**config.mk**
```make
export PLATFORM = sky130hd
export DESIGN_NAME = best_fit_buffer_pool_core
export DESIGN_NICKNAME = d
export VERILOG_FILES = /design/src/hw/rtl/bfp_pkg.sv /design/src/hw/rtl/best_fit_buffer_pool_core.sv /design/src/hw/rtl/bfp_mul.sv /design/src/hw/rtl/bfp_pool.sv
export SDC_FILE = /design/constraint.sdc
export NUM_CORES = 2
export LEC_CHECK = 0
export CORE_MARGIN = 1
export CORE_UTILIZATION = 45
export CTS_BUF_LIST = sky130_fd_sc_hd__clkbuf_8
export CTS_CLUSTER_SIZE = 12
export DETAILED_ROUTE_END_ITERATION = 12
export DONT_BUFFER_PORTS = 1
export GPL_TIMING_DRIVEN = 0
export SLEW_MARGIN = 0
export SYNTH_ARGS = -nofsm -noshare
export SYNTH_HDL_FRONTEND = slang
export SYNTH_HIERARCHICAL = 1
export SYNTH_SLANG_ARGS = --single-unit
```
**constraint.sdc**
```tcl
create_clock -name clk -period 15.77 [get_ports clk]
set_clock_uncertainty 0.2 [all_clocks]
set_input_delay 0.7885 -clock clk [delete_from_list [all_inputs] [get_ports clk]]
set_output_delay 0.7885 -clock clk [all_outputs]
set_load 0.01 [all_outputs]
```
**src/hw/rtl/bfp_pkg.sv**
```systemverilog
`timescale 1ns / 1ps

package bfp_pkg;

  localparam int NUM_BUFS  = 16;
  localparam int NUM_DIMS  = 4;
  localparam int DIM_BITS  = 15;
  localparam int MAX_DIMS  = 4;
  localparam int KIND_BITS = 4;
  localparam int ID_BITS   = 4;
  localparam int STAT_BITS = 3;

  localparam int IDX_BITS   = $clog2(NUM_BUFS);
  localparam int STAMP_BITS = IDX_BITS;
  localparam int CNT_BITS   = $clog2(NUM_BUFS + 1);
  localparam int PAIR_BITS  = 2 * DIM_BITS;
  localparam int AREA_BITS  = 2 * PAIR_BITS;
  localparam int SUM_BITS   = DIM_BITS + 3;

  localparam logic OP_ALLOC   = 1'b0;
  localparam logic OP_RELEASE = 1'b1;

  typedef enum logic [STAT_BITS-1:0] {
    ST_FIT        = 3'd0,
    ST_EXPAND     = 3'd1,
    ST_NEW        = 3'd2,
    ST_RELEASED   = 3'd3,
    ST_FULL       = 3'd4,
    ST_NOT_IN_USE = 3'd5
  } status_t;

  typedef logic [NUM_DIMS-1:0][DIM_BITS-1:0] dims_t;

  typedef enum logic [2:0] {
    PC_NONE,
    PC_RELEASE,
    PC_TAKE,
    PC_EXPAND,
    PC_CREATE
  } pool_op_t;

  typedef struct packed {
    pool_op_t               op;
    logic [IDX_BITS-1:0]    idx;
    logic [KIND_BITS-1:0]   mem_kind;
    logic [KIND_BITS-1:0]   data_kind;
    dims_t                  dims;
  } pool_cmd_t;

  typedef struct packed {
    logic                   valid;
    logic                   busy;
    logic [KIND_BITS-1:0]   mem_kind;
    logic [KIND_BITS-1:0]   data_kind;
    dims_t                  dims;
    logic [STAMP_BITS-1:0]  stamp;
  } entry_rd_t;

  // Dimension k of a shape, or one where the shape has fewer dimensions.
  function automatic logic [DIM_BITS-1:0] pad_dim(dims_t v, int k);
    logic [DIM_BITS-1:0] r;
    r = DIM_BITS'(1);
    for (int d = 0; d < NUM_DIMS; d++) begin
      if (d == k) r = v[d];
    end
    return r;
  endfunction

  // Reject a shape whose per-dimension differences change direction
  // against the running sum of differences.
  function automatic logic shape_ok(dims_t have, dims_t want);
    logic signed [DIM_BITS:0]   diff;
    logic signed [SUM_BITS-1:0] sum;
    logic                       ok;
    sum = '0;
    ok  = 1'b1;
    for (int d = 0; d < NUM_DIMS; d++) begin
      diff = $signed({1'b0, have[d]}) - $signed({1'b0, want[d]});
      if ((diff >= 0 && sum < 0) || (diff <= 0 && sum > 0)) ok = 1'b0;
      sum = sum + SUM_BITS'(diff);
    end
    return ok;
  endfunction

endpackage

```
**src/hw/rtl/best_fit_buffer_pool_core.sv**
```systemverilog
`timescale 1ns / 1ps

// Channel   Beat signals                                        Direction
// in        in_valid in_ready op mem_kind data_kind dim_0..3    in
//           release_id
// out       out_valid out_ready buffer_id status                out
// cfg       cfg_valid cfg_ready cfg_data (strict_shape_mode)    in
//
// One item at a time; in_ready is high only while the sequencer is idle.
// Release: the sequencer goes from idle straight to its decision step. Allocate: the request
// area is formed first, then each entry is checked in turn, and a candidate entry takes 3 passes
// through the shared 30x30 multiplier, a difference and a compare; the decision step follows
// the last entry. The result register lets the next item be accepted while
// a result waits; a stalled out channel holds the sequencer at its final step.
// Reset clears the entry flags, the free count and the mode register.

module best_fit_buffer_pool_core (
  input  logic                          clk,
  input  logic                          rst,
  input  logic                          in_valid,
  output logic                          in_ready,
  input  logic                          op,
  input  logic [bfp_pkg::KIND_BITS-1:0] mem_kind,
  input  logic [bfp_pkg::KIND_BITS-1:0] data_kind,
  input  logic [bfp_pkg::DIM_BITS-1:0]  dim_0,
  input  logic [bfp_pkg::DIM_BITS-1:0]  dim_1,
  input  logic [bfp_pkg::DIM_BITS-1:0]  dim_2,
  input  logic [bfp_pkg::DIM_BITS-1:0]  dim_3,
  input  logic [bfp_pkg::ID_BITS-1:0]   release_id,
  output logic                          out_valid,
  input  logic                          out_ready,
  output logic [bfp_pkg::ID_BITS-1:0]   buffer_id,
  output logic [bfp_pkg::STAT_BITS-1:0] status,
  input  logic                          cfg_valid,
  output logic                          cfg_ready,
  input  logic                          cfg_data
);
  import bfp_pkg::*;

  typedef enum logic [3:0] {
    S_IDLE, S_W0, S_W1, S_W2, S_WCAP, S_CHECK,
    S_E0, S_E1, S_E2, S_DIFF, S_CMP, S_DECIDE
  } state_t;

  state_t                state;
  logic                  strict_mode;
  logic                  op_q;
  logic [ID_BITS-1:0]    rid;
  logic                  rid_ok;
  logic [IDX_BITS-1:0]   idx;
  logic [KIND_BITS-1:0]  mk;
  logic [KIND_BITS-1:0]  dk;
  dims_t                 want;
  logic [AREA_BITS-1:0]  want_area;
  logic [PAIR_BITS-1:0]  pair_lo;
  logic                  dist_ge;
  logic [AREA_BITS-1:0]  dist_mag;
  logic                  fit_found;
  logic [IDX_BITS-1:0]   fit_idx;
  logic [AREA_BITS-1:0]  fit_mag;
  logic [STAMP_BITS-1:0] fit_stamp;
  logic                  lack_found;
  logic [IDX_BITS-1:0]   lack_idx;
  logic [AREA_BITS-1:0]  lack_mag;
  logic [STAMP_BITS-1:0] lack_stamp;
  logic                  have_slot;
  logic [IDX_BITS-1:0]   slot_idx;
  logic [ID_BITS-1:0]    out_id;
  status_t               out_status;
  logic                  out_valid_q;

  logic                          mul_en;
  logic [PAIR_BITS-1:0]          mul_a;
  logic [PAIR_BITS-1:0]          mul_b;
  logic [AREA_BITS-1:0]          mul_p;
  entry_rd_t                     rd;
  pool_cmd_t                     cmd;
  logic [MAX_DIMS-1:0][DIM_BITS-1:0] raw_dims;
  dims_t                         in_dims;
  logic                          last;
  logic                          eligible;
  logic                          can_out;
  logic                          fit_better;
  logic                          lack_better;

  assign in_ready  = (state == S_IDLE);
  assign cfg_ready = 1'b1;
  assign out_valid = out_valid_q;
  assign buffer_id = out_id;
  assign status    = out_status;

  assign raw_dims = {dim_3, dim_2, dim_1, dim_0};
  always_comb begin
    for (int d = 0; d < NUM_DIMS; d++) in_dims[d] = raw_dims[d];
  end

  assign last    = (idx == IDX_BITS'(NUM_BUFS - 1));
  assign can_out = !out_valid_q || out_ready;

  assign eligible = rd.valid && !rd.busy && rd.mem_kind == mk && rd.data_kind == dk &&
                    (!strict_mode || shape_ok(rd.dims, want));

  assign fit_better  = !fit_found || dist_mag < fit_mag ||
                       (dist_mag == fit_mag && rd.stamp < fit_stamp);
  assign lack_better = !lack_found || dist_mag < lack_mag ||
                       (dist_mag == lack_mag && rd.stamp < lack_stamp);

  // operand steering for the shared multiplier: two pair products, then
  // the product of the pairs
  always_comb begin
    mul_en = 1'b0;
    mul_a  = '0;
    mul_b  = '0;
    case (state)
      S_W0: begin
        mul_en = 1'b1;
        mul_a  = PAIR_BITS'(pad_dim(want, 0));
        mul_b  = PAIR_BITS'(pad_dim(want, 1));
      end
      S_W1: begin
        mul_en = 1'b1;
        mul_a  = PAIR_BITS'(pad_dim(want, 2));
        mul_b  = PAIR_BITS'(pad_dim(want, 3));
      end
      S_E0: begin
        mul_en = 1'b1;
        mul_a  = PAIR_BITS'(pad_dim(rd.dims, 0));
        mul_b  = PAIR_BITS'(pad_dim(rd.dims, 1));
      end
      S_E1: begin
        mul_en = 1'b1;
        mul_a  = PAIR_BITS'(pad_dim(rd.dims, 2));
        mul_b  = PAIR_BITS'(pad_dim(rd.dims, 3));
      end
      S_W2, S_E2: begin
        mul_en = 1'b1;
        mul_a  = pair_lo;
        mul_b  = mul_p[PAIR_BITS-1:0];
      end
      default: ;
    endcase
  end

  always_comb begin
    cmd.op        = PC_NONE;
    cmd.idx       = idx;
    cmd.mem_kind  = mk;
    cmd.data_kind = dk;
    cmd.dims      = want;
    if (state == S_DECIDE && can_out) begin
      if (op_q == OP_RELEASE) begin
        if (rid_ok && rd.valid && rd.busy) cmd.op = PC_RELEASE;
      end else if (fit_found) begin
        cmd.op  = PC_TAKE;
        cmd.idx = fit_idx;
      end else if (lack_found) begin
        cmd.op  = PC_EXPAND;
        cmd.idx = lack_idx;
      end else if (have_slot) begin
        cmd.op  = PC_CREATE;
        cmd.idx = slot_idx;
      end
    end
  end

  bfp_mul u_mul (
    .clk (clk),
    .en  (mul_en),
    .a   (mul_a),
    .b   (mul_b),
    .p   (mul_p)
  );

  bfp_pool u_pool (
    .clk    (clk),
    .rst    (rst),
    .rd_idx (idx),
    .rd     (rd),
    .cmd    (cmd)
  );

  always_ff @(posedge clk) begin
    if (rst) begin
      state       <= S_IDLE;
      strict_mode <= 1'b0;
      out_valid_q <= 1'b0;
      fit_found   <= 1'b0;
      lack_found  <= 1'b0;
      have_slot   <= 1'b0;
    end else begin
      if (cfg_valid && cfg_ready) strict_mode <= cfg_data;
      if (out_valid_q && out_ready && state != S_DECIDE) out_valid_q <= 1'b0;

      case (state)
        S_IDLE: begin
          if (in_valid) begin
            op_q       <= op;
            mk         <= mem_kind;
            dk         <= data_kind;
            want       <= in_dims;
            rid        <= release_id;
            rid_ok     <= int'(release_id) < NUM_BUFS;
            fit_found  <= 1'b0;
            lack_found <= 1'b0;
            have_slot  <= 1'b0;
            if (op == OP_RELEASE) begin
              idx   <= IDX_BITS'(release_id);
              state <= S_DECIDE;
            end else begin
              idx   <= '0;
              state <= S_W0;
            end
          end
        end
        S_W0: state <= S_W1;
        S_W1: begin
          pair_lo <= mul_p[PAIR_BITS-1:0];
          state   <= S_W2;
        end
        S_W2: state <= S_WCAP;
        S_WCAP: begin
          want_area <= mul_p;
          state     <= S_CHECK;
        end
        S_CHECK: begin
          // remember the lowest unused slot in case nothing matches
          if (!rd.valid && !have_slot) begin
            have_slot <= 1'b1;
            slot_idx  <= idx;
          end
          if (eligible) begin
            state <= S_E0;
          end else if (last) begin
            state <= S_DECIDE;
          end else begin
            idx <= idx + 1'b1;
          end
        end
        S_E0: state <= S_E1;
        S_E1: begin
          pair_lo <= mul_p[PAIR_BITS-1:0];
          state   <= S_E2;
        end
        S_E2: state <= S_DIFF;
        S_DIFF: begin
          dist_ge  <= mul_p >= want_area;
          dist_mag <= (mul_p >= want_area) ? mul_p - want_area : want_area - mul_p;
          state    <= S_CMP;
        end
        S_CMP: begin
          if (dist_ge) begin
            if (fit_better) begin
              fit_found <= 1'b1;
              fit_idx   <= idx;
              fit_mag   <= dist_mag;
              fit_stamp <= rd.stamp;
            end
          end else if (lack_better) begin
            lack_found <= 1'b1;
            lack_idx   <= idx;
            lack_mag   <= dist_mag;
            lack_stamp <= rd.stamp;
          end
          if (last) begin
            state <= S_DECIDE;
          end else begin
            idx   <= idx + 1'b1;
            state <= S_CHECK;
          end
        end
        S_DECIDE: begin
          // hold until the result register is free
          if (can_out) begin
            out_valid_q <= 1'b1;
            state       <= S_IDLE;
            if (op_q == OP_RELEASE) begin
              out_id     <= rid;
              out_status <= (rid_ok && rd.valid && rd.busy) ? ST_RELEASED : ST_NOT_IN_USE;
            end else if (fit_found) begin
              out_id     <= ID_BITS'(fit_idx);
              out_status <= ST_FIT;
            end else if (lack_found) begin
              out_id     <= ID_BITS'(lack_idx);
              out_status <= ST_EXPAND;
            end else if (have_slot) begin
              out_id     <= ID_BITS'(slot_idx);
              out_status <= ST_NEW;
            end else begin
              out_id     <= '0;
              out_status <= ST_FULL;
            end
          end
        end
        default: state <= S_IDLE;
      endcase
    end
  end

  a_result_from_decide: assert property (@(posedge clk) disable iff (rst)
    $rose(out_valid_q) |-> $past(state == S_DECIDE))
    else $error("result beat not produced by the decision step");

  a_cmp_on_free: assert property (@(posedge clk) disable iff (rst)
    state == S_CMP |-> rd.valid && !rd.busy)
    else $error("compare on an entry that is not free");

  a_fit_kept: assert property (@(posedge clk) disable iff (rst)
    (state == S_CMP && fit_found) |=> fit_found)
    else $error("best fit lost during the scan");

endmodule

```
**src/hw/rtl/bfp_mul.sv**
```systemverilog
`timescale 1ns / 1ps

module bfp_mul (
  input  logic                          clk,
  input  logic                          en,
  input  logic [bfp_pkg::PAIR_BITS-1:0] a,
  input  logic [bfp_pkg::PAIR_BITS-1:0] b,
  output logic [bfp_pkg::AREA_BITS-1:0] p
);
  import bfp_pkg::*;

  logic [AREA_BITS-1:0] prod;

  assign prod = a * b;

  // hold the product until the sequencer issues the next pass
  always_ff @(posedge clk) begin
    if (en) p <= prod;
  end

endmodule

```
**src/hw/rtl/bfp_pool.sv**
```systemverilog
`timescale 1ns / 1ps

module bfp_pool (
  input  logic                         clk,
  input  logic                         rst,
  input  logic [bfp_pkg::IDX_BITS-1:0] rd_idx,
  output bfp_pkg::entry_rd_t           rd,
  input  bfp_pkg::pool_cmd_t           cmd
);
  import bfp_pkg::*;

  logic [NUM_BUFS-1:0]   valid;
  logic [NUM_BUFS-1:0]   busy;
  logic [KIND_BITS-1:0]  mem_kind  [NUM_BUFS];
  logic [KIND_BITS-1:0]  data_kind [NUM_BUFS];
  dims_t                 dims      [NUM_BUFS];
  logic [STAMP_BITS-1:0] stamp     [NUM_BUFS];
  logic [CNT_BITS-1:0]   free_cnt;
  logic                  taking;

  assign taking = (cmd.op == PC_TAKE) || (cmd.op == PC_EXPAND);

  always_comb begin
    rd.valid     = valid[rd_idx];
    rd.busy      = busy[rd_idx];
    rd.mem_kind  = mem_kind[rd_idx];
    rd.data_kind = data_kind[rd_idx];
    rd.dims      = dims[rd_idx];
    rd.stamp     = stamp[rd_idx];
  end

  always_ff @(posedge clk) begin
    if (rst) begin
      valid    <= '0;
      busy     <= '0;
      free_cnt <= '0;
    end else begin
      case (cmd.op)
        PC_RELEASE: begin
          busy[cmd.idx] <= 1'b0;
          free_cnt      <= free_cnt + 1'b1;
        end
        PC_TAKE, PC_EXPAND: begin
          busy[cmd.idx] <= 1'b1;
          if (free_cnt != '0) free_cnt <= free_cnt - 1'b1;
        end
        PC_CREATE: begin
          valid[cmd.idx] <= 1'b1;
          busy[cmd.idx]  <= 1'b1;
        end
        default: ;
      endcase
    end
  end

  // entry payload and release order
  always_ff @(posedge clk) begin
    if (!rst) begin
      if (taking) begin
        // close the gap left in the release order
        for (int i = 0; i < NUM_BUFS; i++) begin
          if (valid[i] && !busy[i] && IDX_BITS'(i) != cmd.idx &&
              stamp[i] > stamp[cmd.idx]) begin
            stamp[i] <= stamp[i] - 1'b1;
          end
        end
        stamp[cmd.idx] <= '0;
      end
      case (cmd.op)
        PC_RELEASE: stamp[cmd.idx] <= free_cnt[STAMP_BITS-1:0];
        PC_EXPAND:  dims[cmd.idx]  <= cmd.dims;
        PC_CREATE: begin
          mem_kind[cmd.idx]  <= cmd.mem_kind;
          data_kind[cmd.idx] <= cmd.data_kind;
          dims[cmd.idx]      <= cmd.dims;
          stamp[cmd.idx]     <= '0;
        end
        default: ;
      endcase
    end
  end

  a_free_count: assert property (@(posedge clk) disable iff (rst)
    int'(free_cnt) == $countones(valid & ~busy))
    else $error("free count out of step with entry flags");

  a_take_free: assert property (@(posedge clk) disable iff (rst)
    (cmd.op == PC_TAKE || cmd.op == PC_EXPAND) |-> valid[cmd.idx] && !busy[cmd.idx])
    else $error("reuse of an entry that is not free");

  a_create_unused: assert property (@(posedge clk) disable iff (rst)
    cmd.op == PC_CREATE |-> !valid[cmd.idx])
    else $error("create over an entry in use");

endmodule
```
==> summary.md <==
| Metric | Value |
|---|---|
| Die Area | between 200000 and 250000 um2 |
| Mean Syn Cell Area | 12.27 um2 |
| Post-synthesis xor/xnor area fraction | under 10% |
| Final setup viols | 0 |
| Reg2Reg Launch Point | idx[1]$_DFFE_PP_ |
| Pint | 12.63 mW |
| CP bufs+invs | 8 |
| Number of enable flip-flop cells after synthesis | 1587 |
| Clock root cell | clkbuf_8 |
| DPL Wire Length | roughly 280 mm |
| Fin util | around half |
| Setup crit end kind | register |
| Clock slew seen by the registers of the worst setup and hold paths | approximately 60 ps |
| Slew Limit Fails | 22 |
| Port Buffers | 0 |
| Mean number of vias per cell | ~5.9 |
| Crit path max fanout | 11 |
| Beginning of the critical path | idx[1]$_DFFE_PP_ |
| GP Congestion | 0.9861 |
| Total power | between 20 and 30 mW |
| Required time worst endpoint | 16310 ps |
| NumNets Final | approximately 11k |
| Largest family of logic cells by synthesized area | adder cells |
| Gate power share | 63.7% |
| First-pass GRT wire length | 542.4 mm |
| Core Rows | approximately 180 |
| GRT overflow | 0 |
| Slowest CP cell | buf_1 |
| H-Tree Level Count | 5 |
| Share of cells above drive strength 1 | around a tenth |
| Initial DRT Pass Iterations | 6 |
| Die W | 493.0 um |
| Fill cells | around 21k |
| Tcrit/Tclk final | between 80% and 90% |
| Data arrival, critical path | around 14000 ps |
| RSZ-0062 raised after global routing | no |
| Non-filler cells, final | approximately 13k |
| Fin Setup TNS | 0 ps |
| Syn Inst Count | 8845 |
| Cts bufs inserted | roughly 300 |
| Synthesis-stage register bit count | about 1.6k |
| Dpl cells | roughly 12k |
| Worst vdd ir | 0.4629 mV |
| Startpoint Class | register |
| Failing checks | max-capacitance violations, max-slew violations |
| Mux share of post-synthesis cell area | approximately 6.8% |
| FF+latch area | 48580 um2 |
| Synth warnings | 6 |
| Slew HR | -7.665% |
| Via count | 75.40k |
| Pleak | 47.99 nW |
| Initial antenna violation count | 61 |
| Initial Util | approximately 45% |
| Largest net degree at the start of global routing | 41 |
| Post-Synth Adder-Cell Area | around 22% |
| Area contributors post-synth | edfxtp_1 44%, fa_1 15%, ha_1 7.7%, mux4_2 6.5%, inv_1 4.3% |
| Gr usage total | a little under a third |
| Critical path's top delay family | adder cells |
| Post-Syn Nets | 10.38k |
| Die Ht | slightly below 500 um |
| Power density over cell area | around 210 nW/um2 |
| HP Class | primary input to register |
| Setup Crit Path Kind | register to register |
| TritonCTS clock tree | yes |
| Wirelength, routed | about 380 mm |
| Sw power | roughly 13 mW |
| Initial DRC Count | 7514 |
| Switching part of the total | slightly above 50% |
| Hold_sp | op |
| Status | complete, but fails checks |
| Worst-skew pair later-pin latency | 1100 ps |
| Dominant synthesized flop cell | edfxtp_1 |
| Post-synthesis simple-gate area fraction | a little under 10% |
| Synth async-reset ratio | 0% |
| Vias in the first global route | just under 80k |
| Crit-path max cell delay | 1010 ps |
| DRC viols | 0 |
| Clock Power Share | between 10% and 20% |
| Netlist Area Pre-Place | 108500 um2 |
| CP most frequent cell | fa_1 |
| Worst-Margin Slew | around 1600 ps |
| Synth unique cells | between 100 and 150 |
| WL/cell | between 20 and 30 um |
| Sequential share of power | 22.2% |
| Cell taking the most area after synthesis | edfxtp_1 |
| Remaining antenna violation count | 0 |
| Num Clock Sinks | ~1.6k |
| Hold Slack | 91.37 ps |
| Layout Area Growth over Synthesis | 10.51% |
| Tmin final | 13020 ps |
| Synth top area share | between 40% and 50% |
| Achievable Freq | about 77 MHz |
| Clock Tree Buf Depth | 4 |
| Area occupied by multi-input gates | between 50000 and 60000 um2 |
| Post-synthesis compound-gate area fraction | between 8 and 9% |
| Sequential-to-total area share from yosys stat | between 40% and 50% |
| # IOs | between 80 and 90 |
| Core area | about 240000 um2 |
| Max_cap viols | 3 |
| Fin. Hold Viols | 0 |
-- worst register-to-register path, delay by kind of cell, from the launching register on --
kind            cells  cell delay [ps]
fa+ha+maj           9             4750
buf+inv             8             3020
mux                 1              470
xor+xnor            1              130
compound gates      5             1210
flops               1              490
simple gates        7             2480
-- per-stage QoR --
| stage | setup WS [ps] | instance area, um2 |
|---|---|---|
| CTS | 3030 | 119800 |
| floorplan | 6953 | 108500 |
| global route | 2745 | 119800 |
| detailed placement | 3122 | 113900 |
| global placement | 3009 | 112500 |
| finish | 2748 | 119900 |
-- kinds of logic after synthesis --
family,after synthesis
adder cells (fa/ha/maj),1458
XOR/XNOR,216
other,1
multiplexers,346
AO/OA/AOI/OAI,1468
buffers and inverters,1669
flip-flops,1633
AND/OR/NAND/NOR,2054
-- flip-flops by register name, indices dropped and copies added, names as in the netlist, 5 cells and up, named ones only --
register	cells
pair_lo	30
u_pool/data_kind	64
cmd	60
u_pool/valid	16
lack_mag	60
dist_mag	60
u_pool/free_cnt	5
fit_mag	60
u_pool/stamp	64
want_area	60
u_pool/dims	960
u_mul/p	60
u_pool/mem_kind	64
-- cells in the mapped netlist, types with 18 or more instances --
cell      instances
nand3_1          99
mux4_2          312
and3b_1          18
a21o_1          143
clkbuf_1        313
a21oi_1         414
a211oi_1         27
nor2_1          266
fa_1            788
xor2_1           70
dfxtp_1          46
nand2_1         703
nor4_1           20
o21a_1           40
edfxtp_1       1587
a22oi_1         217
nor2b_1          48
ha_1            670
inv_1          1251
mux2i_1          27
nand2b_1         47
o21bai_1         63
o22ai_1          65
buf_2            66
o21ai_1          25
o211ai_1         20
o21ai_0         234
nor3_1           84
and2_1          553
a41o_1           18
nand4_1         100
buf_1            19
xnor2_1         144
a31oi_1          37
-- path summary, 6_finish.rpt --
path	cells after the start	slack (ps)	end
setup reg to reg	31	2750	u_mul/p[53]$_DFFE_PP_
setup / recovery	31	2750	u_mul/p[53]$_DFFE_PP_
hold reg to reg	0	280	want_area[55]$_DFFE_PP_
hold / removal	6	90	state[3]$_SDFFE_PP0P_
-- layout by cell type (no fill, tap or decap), types with 143 or more instances in the layout --
cell type  count
and2_1       553
nor2_1       248
fa_1         788
a21oi_1      414
ha_1         670
o21ai_0      233
xnor2_1      144
inv_1       1326
a22oi_1      217
edfxtp_1    1587
clkbuf_8     305
clkbuf_1     312
mux4_2       312
a21o_1       143
nand2_1      703
-- layer usage --
metal | vias up | routed length [um] | GRT usage [%]
met5 | - | 126 | 0
met4 | 20 | 22450 | 16.71
met3 | 852 | 30980 | 5.685
met2 | 3724 | 176100 | 50.48
met1 | 38790 | 148000 | 40.17
li1 | 32010 | - | -
-- power groups by stage --
| stage | sequential (mW) | clock, mW | combinational (mW) |
|---|---|---|---|
| floorplan | 5.59 | 0 | 10.0 |
| CTS | 5.68 | 3.67 | 16.0 |
| global route | 5.69 | 3.84 | 17.4 |
| detailed placement | 5.76 | 0 | 15.8 |
| finish | 5.67 | 3.59 | 16.2 |
| global placement | 5.80 | 0 | 15.7 |
-- what timing repair did --
action | in CTS | in global routing
setup buffers | 0 | 0
gates resized for setup | 0 | 0
hold buffers | 77 | 0
endpoints found under the hold margin | 86 | 0
-- area by class of cell --
class | count | area share [%]
sequential | 1633 | 40.51
clock buffer | 304 | 3.490
timing repair buffer | 144 | 1.683
buffer | 415 | 1.457
clock inverter | 186 | 0.7597
antenna | 37 | 0.07722
inverter | 1254 | 3.926
tap | 3167 | 3.305
multi-input combinational | 5543 | 44.79
Power figures use the tool's default switching activity.
